File: src/sv/gqps_pkg.sv
package gqps_pkg;

  localparam int BYTES_PER_PIXEL = 3;
  localparam int PIXEL_W         = 8 * BYTES_PER_PIXEL;
  localparam int SUM_W           = 32;
  localparam int ROOT_W          = SUM_W / 2;
  localparam int FW_W            = 10;
  localparam int SPP_W           = 11;
  localparam int CFG_W           = 11;
  localparam int CFG_IDX_W       = 1;
  localparam int DIV_STEPS       = SUM_W;
  localparam int SQRT_STEPS      = ROOT_W;
  localparam int CNT_W           = 5;

  localparam logic [FW_W-1:0]  FRAME_WIDTH_RESET = 10'd512;
  localparam logic [SPP_W-1:0] SAMPLES_RESET     = 11'd1;

  // register indexes on the config port
  localparam logic [CFG_IDX_W-1:0] REG_FRAME_WIDTH = 1'd0;
  localparam logic [CFG_IDX_W-1:0] REG_SAMPLES     = 1'd1;

  localparam logic ACT_WRITE = 1'b0;
  localparam logic ACT_READ  = 1'b1;

  localparam logic STATUS_OK  = 1'b0;
  localparam logic STATUS_OOR = 1'b1;

  typedef enum logic [1:0] {
    SEL_WRITE = 2'd0,
    SEL_READ  = 2'd1,
    SEL_ERROR = 2'd2
  } result_sel_t;

  typedef struct packed {
    logic        load;
    logic        addr_load;
    logic        div_step;
    logic        sqrt_step;
    logic        mem_re;
    logic        out_load;
    result_sel_t sel;
  } dp_cmd_t;

  typedef struct packed {
    logic oor;
    logic is_read;
    logic out_busy;
  } dp_status_t;

endpackage

File: src/sv/gqps_ctrl.sv
module gqps_ctrl (
  input  logic                 clk,
  input  logic                 rst,
  input  logic                 in_valid,
  output logic                 in_ready,
  input  gqps_pkg::dp_status_t status,
  output gqps_pkg::dp_cmd_t    cmd
);
  typedef enum logic [6:0] {
    S_IDLE   = 7'b0000001,
    S_CHECK  = 7'b0000010,
    S_DIV    = 7'b0000100,
    S_SQRT   = 7'b0001000,
    S_READ   = 7'b0010000,
    S_RWAIT  = 7'b0100000,
    S_FINISH = 7'b1000000
  } state_t;

  state_t                        state, state_next;
  logic [gqps_pkg::CNT_W-1:0]    cnt, cnt_next;
  gqps_pkg::result_sel_t         sel, sel_next;

  always_ff @(posedge clk) begin
    if (rst) begin
      state <= S_IDLE;
      cnt   <= '0;
      sel   <= gqps_pkg::SEL_WRITE;
    end else begin
      state <= state_next;
      cnt   <= cnt_next;
      sel   <= sel_next;
    end
  end

  assign in_ready = (state == S_IDLE);

  always_comb begin
    state_next    = state;
    cnt_next      = cnt;
    sel_next      = sel;
    cmd           = '0;
    cmd.sel       = sel;
    unique case (state)
      S_IDLE: begin
        cmd.load = in_valid;
        if (in_valid) begin
          state_next = S_CHECK;
        end
      end
      S_CHECK: begin
        cmd.addr_load = 1'b1;
        cnt_next      = '0;
        if (status.oor) begin
          sel_next   = gqps_pkg::SEL_ERROR;
          state_next = S_FINISH;
        end else if (status.is_read) begin
          sel_next   = gqps_pkg::SEL_READ;
          state_next = S_READ;
        end else begin
          sel_next   = gqps_pkg::SEL_WRITE;
          state_next = S_DIV;
        end
      end
      S_DIV: begin
        cmd.div_step = 1'b1;
        cnt_next     = cnt + 1'b1;
        if (cnt == gqps_pkg::CNT_W'(gqps_pkg::DIV_STEPS - 1)) begin
          cnt_next   = '0;
          state_next = S_SQRT;
        end
      end
      S_SQRT: begin
        cmd.sqrt_step = 1'b1;
        cnt_next      = cnt + 1'b1;
        if (cnt == gqps_pkg::CNT_W'(gqps_pkg::SQRT_STEPS - 1)) begin
          cnt_next   = '0;
          state_next = S_FINISH;
        end
      end
      S_READ: begin
        cmd.mem_re = 1'b1;
        state_next = S_RWAIT;
      end
      S_RWAIT: begin
        state_next = S_FINISH;
      end
      S_FINISH: begin
        if (!status.out_busy) begin
          cmd.out_load = 1'b1;
          state_next   = S_IDLE;
        end
      end
      default: begin
        state_next = S_IDLE;
      end
    endcase
  end
endmodule

File: config.mk
export PLATFORM = sky130hd
export DESIGN_NAME = gqps_ctrl
export DESIGN_NICKNAME = d
export VERILOG_FILES = /design/src/sv/gqps_pkg.sv /design/src/sv/gqps_ctrl.sv
export SDC_FILE = /design/constraint.sdc
export NUM_CORES = 1
export LEC_CHECK = 0
export ABC_CLOCK_PERIOD_IN_PS = 2100
export BUFFER_PORTS_ARGS = -buffer_cell sky130_fd_sc_hd__buf_2
export CORE_ASPECT_RATIO = 1.1
export CORE_MARGIN = 2
export CORE_UTILIZATION = 46
export DETAILED_ROUTE_END_ITERATION = 10
export HOLD_SLACK_MARGIN = 0.03
export PLACE_DENSITY = 0.7
export SETUP_SLACK_MARGIN = 0.02
export SYNTH_ARGS = -nofsm -noshare
export SYNTH_HDL_FRONTEND = slang
export SYNTH_SLANG_ARGS = --single-unit
File: constraint.sdc
create_clock -name clk -period 2.1 [get_ports clk]
set_clock_uncertainty 0.2 [all_clocks]
set_input_delay 0.21 -clock clk [delete_from_list [all_inputs] [get_ports clk]]
set_output_delay 0.21 -clock clk [all_outputs]
set_load 0.05 [all_outputs]
After elaboration in Yosys (flattened, before gate mapping)
Index checks and enable logic that the tools add are counted.

storage, ports and cells
  logic and storage cells = 38
  output and inout bits = 9
  input bits = 6
  register bits = 14

operators by class
  reductions and logical operators = 2
  add/subtract/negate cells = 1
  eq/ne operators = 13
  muxes and demuxes = 19

operator list
  kind                   count
  $pmux W7 S7            1
  $mux W7                5
  $mux W5                3
  $pmux W5 S3            1
  $mux W1                8
  $ne A2 B2 Y1 const B   4
  $eq A7 B1 Y1 const B   1
  $eq A7 B2 Y1 const B   1
  $eq A7 B3 Y1 const B   1
  $eq A7 B4 Y1 const B   1
  $eq A7 B5 Y1 const B   1
  $eq A7 B6 Y1 const B   1
  $eq A7 B7 Y1 const B   1
  $add A5 B1 Y5 const B  1
  $eq A5 B4 Y1 const B   1
  $eq A5 B5 Y1 const B   1
  $reduce_and A4 Y1      1
  $reduce_bool A3 Y1     1
  $mux W2                1

Longest topological paths before layout
Gate-level depths: netlist of run 1.

  depth after elaboration = 3
  gate-level depth with buffers = 7
  gate-level depth less buffers = 7

Least setup slack after synthesis of run 1
No wires, ideal clock.

  path type = register to output
  from = register state[6]
  to = output port cmd[4] (netlist name)
  slack = -158 ps
  required time = 1690 ps
  buffers on the path = 1
  data arrival time = 1848 ps
  stages on the path, launching flop included = 5
  path through = dfxtp_1 or3_1 or3_1 buf_6 nor2_1

RTL lines
  element                   RTL line         RTL
  start: declaration        gqps_ctrl.sv:19  state_t state, state_next;
  start signal: assignment  gqps_ctrl.sv:29  state <= state_next;
  end: declaration          gqps_ctrl.sv:7   output gqps_pkg::dp_cmd_t cmd

Worst setup path after layout of run 1
  from = register state[6]
  to = register state[3]

between the ends
  cells in the longest elaborated chain, start to end = 3
  elaborated cells between the ends (all ways) = 13
  classes of those cells = eq/ne: 11; mux: 1; reduce/logical: 1

ends and longest elaborated chain
  element                                     RTL line         RTL
  $eq A7 B4 Y1, or another cell as far along  gqps_ctrl.sv:43  unique case (state)
  $ne A2 B2 Y1 (no source line)               n/a
  $reduce_and A4 Y1 (no source line)          n/a

Several ways; a longest one is shown, not always the timed one.
A chain may end at the register's enable or synchronous reset.

==> key figures, run 1 <==
Status
  • Status: complete, no violations

Place
  • IO Port Bufs: 14
  • Post-DP HPWL: 1340 um
  • Area after DPL: 967 um2
  • Global placement routability congestion: 0.877

Synthesis
  • Count of different cell masters after synthesis: 37
  • Synth Register Bits: 14
  • Mapped Area: 861 um2
  • Share of the synthesized area in the top cell type: between 30% and 40%
  • Syn avg cell area: ~8.4 um2
  • YS warnings: 0
  • Post-synth ARST share: 0%
  • Sequential cell area fraction in the yosys report: between 30% and 40%
  • Main flop type after synthesis: dfxtp_1
  • Post-synth EDFFs: 0
  • Net Count, Synth: 113
  • Synthesized instance count: between 100 and 150
  • Synth top area cells: dfxtp_1, ha_1, nor2_1, a21o_1, a2111oi_0
  • Yosys top cell by area: dfxtp_1

STA
  • RSZ-0062 raised after global routing: yes
  • Setup TNS Final: 0 ps
  • Max-slew violations: 0
  • Worst-Margin Slew: 529 ps
  • Peak Freq: just under 500 MHz
  • Fin. Hold Viols: 0
  • Slew HR: 64.6%
  • # setup viols final: 0
  • Crit share post-route: 97.3%
  • Minimum clock period: 2040 ps

Finish
  • Area Overhead vs Synth: 28.9%
  • Share of layout cells above drive strength 1: 33.1%
  • Fillers: between 150 and 200
  • Antenna Cells: 0
  • Nets: between 100 and 150
  • Final non-filler cell area: 1110 um2

Hold path
  • Worst Hold Class: primary input to flop

Critical path
  • Worst EP arrival: 2010 ps
  • Worst Setup End Kind: flop
  • WP data required: slightly above 2000 ps
  • Worst R2R Setup Slack: 60 ps
  • Max FO, Critical Path: 6
  • Critical path class: flop to flop
  • Worst setup SP type: flop

Global route
  • First-pass GRT wire length: 3070 um
  • GRT Total Usage: 18.2%
  • Vias in the first global route: 706
  • Largest net degree at the start of global routing: 17
  • Initial antenna violation count: 0
  • Global route overflow: 0

Clocking
  • Total CTS buffers: 3
  • CTS H-tree depth: 1
  • Sink Count: 14
  • Clock slew at reported path FFs: 80 ps
  • CTS tree: done
  • Clock Path Buffers: 2
  • Clock Root Buffer: clkbuf_4
  • Later-pin clock latency in the skew report: 270 ps

Power
  • NetSw: ~260 uW
  • Net Sw Frac: roughly 37%
  • Leak: 0.000454 uW
  • Clock power share: 20.8%
  • Internal Power: 450 uW
  • VDD IR max: 460 uV
  • Combinational fraction of design power: 36.8%
  • PD cells: 641 nW/um2
  • Sequential fraction of design power: 42.4%

Die
  • Core Region: roughly 1800 um2
  • Die ar.: 2230 um2
  • FP Rows: 16
  • Die Width: 45.2 um
  • Initial core utilization: roughly half
  • Chip height: 49.4 um
  • Io pins: 15

Routing
  • Routed wire length: about 2000 um
  • Vias post-DR: 826
  • WL/cell: 13.7 um
  • Iteration-0 DRC count of the detailed router: 13
  • Vias per cell: 5.82
  • Detail Route Antenna Nets: 0
  • Residual DRC: 0
  • DRT Pass-1 Iters: 4

Job
  • Maxcap violations: 0
-- metrics by stage --
stage               util (%)  hold slack (ps)  total power (uW)  instances  setup slack [ps]
floorplan                  -              158               478        103              68.9
global placement        54.3              279               513        135              34.4
detailed placement      54.3              275               515        135              37.1
CTS                     59.6             71.8               695        142              11.1
global route            62.3             90.3               750        142             -4.75
finish                  62.3             75.9               711        142              56.5
-- cell type report --
cell class	count	area [um2]	share of cell area [%]
multi-input combinational	77	587	52.9
tap	18	22.5	2.03
clock buffer	3	22.5	2.03
sequential	14	283	25.5
timing repair buffer	24	173	15.6
inverter	6	22.5	2.03
-- power by group through the flow --
stage               Combinational [uW]  Clock [uW]  Sequential [uW]
finish                             262         148              302
global route                       283         163              304
CTS                                243         155              297
detailed placement                 212           0              303
global placement                   211           0              303
floorplan                          175           0              304
-- cell families after synthesis --
| logic type | Yosys count | share of synthesized area, % |
|---|---|---|
| muxes | 3 | 3.63 |
| xor gates and xnor gates | 2 | 2.04 |
| buffers and inverters | 12 | 6.54 |
| DFF | 14 | 32.6 |
| AOI/OAI and AO/OA | 21 | 19.9 |
| and+or+nand+nor | 47 | 29.5 |
| adders and majority gates | 4 | 5.81 |
-- cells in the mapped netlist (3+ instances only) --
cell	number
dfxtp_1	14
nor2_1	11
inv_1	6
a21o_1	4
clkbuf_1	4
ha_1	4
nand2_1	4
nand2b_1	4
nor2b_1	4
nor3_1	4
or3_1	4
a2111oi_0	3
and3_1	3
nand3_1	3
nor3b_1	3
-- placed cells by master (no fill, tap or decap), types with 3 or more instances in the layout --
| master | netlist | routed |
|---|---|---|
| a21o_1 | 4 | 4 |
| nand2_1 | 4 | 4 |
| inv_1 | 6 | 6 |
| nand3_1 | 3 | 3 |
| nor3_1 | 4 | 3 |
| buf_4 | 1 | 7 |
| dfxtp_1 | 14 | 12 |
| clkbuf_4 | 0 | 4 |
| ha_1 | 4 | 4 |
| nor3b_1 | 3 | 3 |
| nor2b_1 | 4 | 4 |
| nand2b_1 | 4 | 4 |
| buf_2 | 0 | 11 |
| nor2_1 | 11 | 9 |
-- worst max-delay path: stages, from the launching register on --
cell and delay (ps):
dfxtp_2 320, or3_4 380, or3_4 380, buf_6 160
o211ai_4 180, mux2_4 310
-- sequential cells by signal, indices dropped and copies added, names as in the netlist --
name / count
state: 7
cnt: 5
sel: 2
-- final timing paths --
| kind | from | to | depth (start not counted) |
|---|---|---|---|
| setup reg to reg | state[6] | state[3] | 5 |
| hold / removal | in_valid | state[0] | 4 |
| hold reg to reg | sel[1] | sel[1] | 2 |
| setup / recovery | state[6] | state[3] | 5 |
-- what timing repair did --
| action | in CTS | in global routing |
|---|---|---|
| pin swaps | 3 | 2 |
| hold buffers | 2 | 0 |
| endpoints found under the setup margin | 3 | 11 |
| endpoints found under the hold margin | 2 | 0 |
| gates resized for setup | 10 | 13 |
| setup buffers | 2 | 0 |
-- routing by layer --
| metal | GRT usage (%) | wire length (um) | vias up | part of all wire (%) |
|---|---|---|---|---|
| met1 | 25.6 | 873 | 383 | 45 |
| li1 | - | - | 416 | - |
| met4 | 8.33 | 33 | 0 | 1.7 |
| met3 | 2.96 | 88 | 4 | 4.5 |
| met2 | 26.7 | 953 | 23 | 49 |
| met5 | 0 | 0 | - | 0 |
No activity file was read; power rests on OpenSTA's default activity.
==> run 2: changes to the inputs <==
--- a/config.mk
+++ b/config.mk
@@ -5,7 +5,7 @@
 export SDC_FILE = /design/constraint.sdc
 export NUM_CORES = 1
 export LEC_CHECK = 0
-export ABC_CLOCK_PERIOD_IN_PS = 2100
+export ABC_CLOCK_PERIOD_IN_PS = 1800
 export BUFFER_PORTS_ARGS = -buffer_cell sky130_fd_sc_hd__buf_2
 export CORE_ASPECT_RATIO = 1.1
 export CORE_MARGIN = 2
==> constraint.sdc (replaced) <==
create_clock -name clk -period 1.8 [get_ports clk]
set_clock_uncertainty 0.2 [all_clocks]
set_input_delay 0.18 -clock clk [delete_from_list [all_inputs] [get_ports clk]]
set_output_delay 0.18 -clock clk [all_outputs]
set_load 0.05 [all_outputs]
==> run 2 against run 1 <==
The run now ends with negative setup slack left. Critical path depth unchanged. Final cell count up 18%. Sequential share of layout area shrank 6.5 points. Die area unchanged. Setup slack worse by 410 ps. Critical path type is now flop to primary output.
==> key figures, run 2 (same netlist as run 1, synthesis figures left out) <==
Finish
  • Share of layout cells above drive strength 1: 60.0%
  • Area Overhead vs Synth: 77.6%
  • Fillers: 93
  • Antenna Cells: 0
  • Reg with most FFs: state
  • Final non-filler cell area: 1530 um2
  • Most common cell after layout, fill and taps aside: buf_4
  • Most frequent cells in the layout: buf_4, buf_6, dfxtp_1, buf_2
  • Top flop regs: state x7, cnt x5, sel x2
  • Largest register FFs: 7
  • Nets: 161

Clocking
  • CTS H-tree depth: 1
  • Sink Count: 14
  • Clock Root Buffer: clkbuf_4
  • CTS tree: done
  • Clock slew at reported path FFs: 90 ps
  • Total CTS buffers: 3
  • Clock Path Buffers: 2
  • Later-pin clock latency in the skew report: ~300 ps

STA
  • # setup viols final: 18
  • Fin. Hold Viols: 0
  • Peak Freq: 465 MHz
  • Max-slew violations: 0
  • Slew HR: 70.1%
  • RSZ-0062 raised after global routing: yes
  • Minimum clock period: 2150 ps
  • Final WS setup: -351 ps
  • Worst-Margin Slew: 448 ps
  • Crit share post-route: 120%

Die
  • Chip height: 49.4 um
  • Die Width: 45.2 um
  • Initial core utilization: 48.3%
  • FP Rows: 16
  • Core Region: about 1800 um2
  • Io pins: 15
  • Die ar.: 2230 um2

Critical path
  • Max FO, Critical Path: 5
  • Worst setup SP type: flop
  • Critical path class: flop to primary output
  • Worst EP arrival: between 1500 and 2000 ps
  • RR Endpoint: state[3]
  • Most numerous cell on the critical path: or3_4
  • Worst Setup End Kind: primary output
  • Worst Reg-to-Reg Cells: 6
  • Worst flop-to-flop path startpoint: state[6]
  • WP buf/inv: 2
  • WP data required: 1420 ps
  • Worst path slowest cell: or3_4
  • Worst R2R Setup Slack: -350 ps
  • CP peak stage delay: 390 ps
  • Critical Path, Cell by Cell: or3_4 > or3_4 > buf_6 > nor2_4 > buf_8
  • CP top delay family: simple AND/OR/NAND/NOR gates

Hold path
  • Worst hold start: rst
  • Worst Hold End: state[2]
  • WHS Path Cells: 2
  • Worst Hold Class: primary input to flop

Global route
  • First-pass GRT wire length: 4820 um
  • Initial antenna violation count: 0
  • Vias in the first global route: 1012
  • GRT Total Usage: 30.5%
  • Global route overflow: 0
  • Largest net degree at the start of global routing: 17

Place
  • Global placement routability congestion: just under 0.9
  • IO Port Bufs: 14
  • Post-DP HPWL: 1600 um
  • Area after DPL: 1100 um2

Routing
  • Detail Route Antenna Nets: 0
  • Residual DRC: 0
  • Routed wire length: 3050 um
  • DRT Pass-1 Iters: 4
  • Iteration-0 DRC count of the detailed router: 19
  • Vias per cell: between 6 and 7
  • WL/cell: 18.2 um
  • Vias post-DR: roughly 1000

Job
  • Maxcap violations: 0

Status
  • Status: complete, but fails checks
  • Failing checks: negative setup slack

Power
  • PD cells: 728 nW/um2
  • Tot Pwr: 1110 uW
  • VDD IR max: about 620 uV
  • Leak: 0.000606 uW
-- run 2: cell types whose count changed in the layout (fill, tap and decap cells not counted), moves of 3 or more --
cell,change
dfxtp_2,+3
dfxtp_1,-4
buf_8,+3
buf_2,-4
buf_4,+19
buf_6,+7
nor2_1,-4
ha_1,-3
-- run 2: how the worst max path moves through the flow --
stage                        start      to  slack, ps  cells after the start
final                     state[6]  cmd[4]       -350                      5
after global routing      state[6]  cmd[4]       -390                      5
after CTS                 state[6]  cmd[4]       -330                      5
after detailed placement  state[6]  cnt[2]       -200                      5
after global placement    state[6]  cnt[2]       -190                      5
after floorplan           state[6]  cmd[4]       -180                      4
-- run 2: where the power goes --
group	total (uW)	internal, uW	leakage (uW)	switching, uW
Combinational	518	253	0.000469	265
Sequential	353	327	0.000117	26.1
Clock	241	123	0.0000210	118
Total	1110	703	0.000606	409
-- run 2: timing repair --
item | CTS | global route
hold buffers | 3 | 0
resized for setup | 58 | 14
pin swaps | 11 | 8
endpoints found under the setup margin | 17 | 18
endpoints found under the hold margin | 4 | 0
setup buffers | 8 | 6
-- run 2: area by class of cell --
cell class | instances | area [um2] | share of cell area, %
Multi-Input combinational cell | 77 | 736 | 48.1
Timing Repair Buffer | 49 | 422 | 27.6
Clock buffer | 4 | 36.3 | 2.37
Tap cell | 18 | 22.5 | 1.47
Inverter | 6 | 22.5 | 1.47
Sequential cell | 14 | 290 | 19.0
-- run 2: worst reg2reg max path, stage by stage (launching register included) --
cell      delay [ps]
dfxtp_2          330
or3_4            390
or3_4            350
buf_4            150
buf_6            110
o211ai_4         180
mux2_4           320
-- run 2: metal layers --
metal	track usage (%)	wire length (um)
met1	38.8	1270
met2	46.0	1530
met3	7.78	150
met4	16.7	97
met5	0	0
-- run 2: through the flow --
stage	hold slack [ps]	setup TNS, ps	setup WS [ps]	utilization [%]	instances
after CTS	86.6	-2780	-329	80.9	164
after floorplan	128	-609	-182	-	103
after global routing	123	-4150	-392	85.8	168
after detailed placement	281	-1210	-200	61.6	150
final	108	-3400	-351	85.8	168
after global placement	263	-1110	-194	61.6	150
==> run 3: changes to the inputs <==
--- a/config.mk
+++ b/config.mk
@@ -12,7 +12,7 @@
 export CORE_UTILIZATION = 46
 export DETAILED_ROUTE_END_ITERATION = 10
 export HOLD_SLACK_MARGIN = 0.03
-export PLACE_DENSITY = 0.7
+export PLACE_DENSITY = 0.75
 export SETUP_SLACK_MARGIN = 0.02
 export SYNTH_ARGS = -nofsm -noshare
 export SYNTH_HDL_FRONTEND = slang
==> constraint.sdc (replaced) <==
create_clock -name clk -period 1.8 [get_ports clk]
set_clock_uncertainty 0.2 [all_clocks]
set_input_delay 0.09 -clock clk [delete_from_list [all_inputs] [get_ports clk]]
set_output_delay 0.09 -clock clk [all_outputs]
set_load 0.05 [all_outputs]
==> run 3 against run 2 <==
The run still ends with negative setup slack left. Combinational power fell by 16%. Count of clock-buffer cells in the layout unchanged. Core utilization down 5.8 points. Die area unchanged. Clock power decreased by 5%. Setup slack gained 140 ps. Non-clock buffer count shrank 8. Sequential cell count unchanged. Cell area decreased by 6.7%. Global-route usage is 4.1 points lower. Register-to-register slack improved by 140 ps.
==> key figures, run 3 (same netlist as run 1, synthesis figures left out) <==
Power
  • Leak: 0.000564 uW
  • Combinational fraction of design power: 43.1%
  • Internal Power: 650 uW
  • NetSw: 362 uW
  • Net Sw Frac: 35.8%
  • PD cells: 710 nW/um2
  • Tot Pwr: 1010 uW
  • Sequential fraction of design power: 34.2%
  • Clock power share: 22.7%
  • VDD IR max: 714 uV

Die
  • Die Width: between 40 and 50 um
  • Die ar.: between 2000 and 2500 um2
  • Core Region: around 1800 um2
  • Initial core utilization: 48.3%
  • Chip height: 49.4 um
  • Io pins: 15
  • FP Rows: 16

STA
  • Peak Freq: 497 MHz
  • RSZ-0062 raised after global routing: yes
  • Crit share post-route: 112%
  • Fin. Hold Viols: 0
  • Slew HR: 69.3%
  • Worst-Margin Slew: 461 ps
  • Minimum clock period: 2010 ps
  • # setup viols final: 14
  • Max-slew violations: 0
  • Final WS setup: -214 ps

Routing
  • Vias per cell: 5.78
  • Routed wire length: between 2000 and 3000 um
  • WL/cell: 15.8 um
  • Detail Route Antenna Nets: 0
  • Vias post-DR: 924
  • DRT Pass-1 Iters: 4
  • Iteration-0 DRC count of the detailed router: 11
  • Residual DRC: 0

Clocking
  • Later-pin clock latency in the skew report: 280 ps
  • Clock Root Buffer: clkbuf_4
  • CTS tree: done
  • Clock slew at reported path FFs: 90 ps
  • Sink Count: 14
  • CTS H-tree depth: 1
  • Total CTS buffers: 3
  • Clock Path Buffers: 2

Global route
  • Initial antenna violation count: 0
  • First-pass GRT wire length: 4350 um
  • Global route overflow: 0
  • GRT Total Usage: around a quarter
  • Largest net degree at the start of global routing: 17
  • Vias in the first global route: 1022

Critical path
  • Worst setup SP type: flop
  • Worst Setup End Kind: primary output
  • Max FO, Critical Path: 4
  • Worst EP arrival: 1720 ps
  • Worst Reg-to-Reg Cells: 5
  • Worst flop-to-flop path startpoint: state[4]
  • Critical path class: flop to primary output
  • CP startpoint: state[4]
  • WP data required: roughly 1500 ps

Hold path
  • WHS Path Cells: 2
  • Worst Hold Class: flop to flop
  • Worst hold start: sel[0]

Finish
  • Area Overhead vs Synth: 65.7%
  • Top flop regs: state x7, cnt x5, sel x2
  • Share of layout cells above drive strength 1: a little over half
  • Most frequent cells in the layout: buf_4, dfxtp_1, buf_2, nor2_1, buf_6
  • Largest register FFs: 7
  • Nets: 153
  • Post-route insts no fill: 160
  • Layout Utilization: roughly 80%
  • Most common cell after layout, fill and taps aside: buf_4
  • Final non-filler cell area: ~1400 um2
  • Antenna Cells: 0
  • Reg with most FFs: state

Place
  • Placed Instances: between 100 and 150
  • Post-DP HPWL: 1560 um
  • Area after DPL: 1070 um2
  • IO Port Bufs: 14
  • Global placement routability congestion: between 0.8 and 0.9
  • Place WS: -200 ps

Status
  • Status: complete, but fails checks
  • Failing checks: negative setup slack

Job
  • Maxcap violations: 0
[run 3: cell types whose count changed in the layout (fill, tap and decap cells not counted), sizes merged]
cell,before,now
buf,46,36
dlygate4sd3,3,5
[run 3: metal layers]
layer / GRT usage (%) / part of all wire (%)
met1: 27.9 / 40
met5: 0 / 0
met3: 4.07 / 2.5
met2: 49.8 / 55
met4: 9.31 / 2.0
[run 3: power groups by stage]
stage	sequential, uW	combinational (uW)	clock (uW)
after CTS	344	410	241
after floorplan	354	206	0
final	346	436	230
after detailed placement	348	286	0
after global routing	348	463	244
after global placement	347	281	0
[run 3: critical path, stage by stage (launching register included)]
cell and delay, ps:
dfxtp_2 330, or3_4 380, or3_4 370, buf_6 140, nor2_4 80, buf_8 150
[run 3: final cells by class]
cell class,count,area (um2)
repair buffers,41,345
well taps,18,22.5
flip-flops and latches,14,287
inverters,6,22.5
multi-input cells,77,713
fillers,109,355
clock buffers,4,36.3
[run 3: worst paths after layout]
| path | end | slack, ps |
|---|---|---|
| setup / recovery | cmd[4] | -210 |
| hold reg to reg | sel[0] | 300 |
| setup reg to reg | state[3] | -210 |
| hold / removal | sel[0] | 300 |
[run 3: what timing repair did]
| item | 4_1_cts | 5_1_grt |
|---|---|---|
| pin swaps | 11 | 3 |
| buffers inserted | 4 | 0 |
| hold buffers | 5 | 0 |
| gates resized for setup | 43 | 10 |
| cloned | 0 | 0 |
| setup endpoints to repair | 18 | 18 |
| hold endpoints to repair | 6 | 0 |
[run 3: per-stage QoR]
stage | TNS (ps) | hold WS (ps)
finish | -1360 | 301
global placement | -1190 | 175
floorplan | -489 | 37.7
detailed placement | -1600 | 195
global route | -2240 | 354
CTS | -1840 | 312
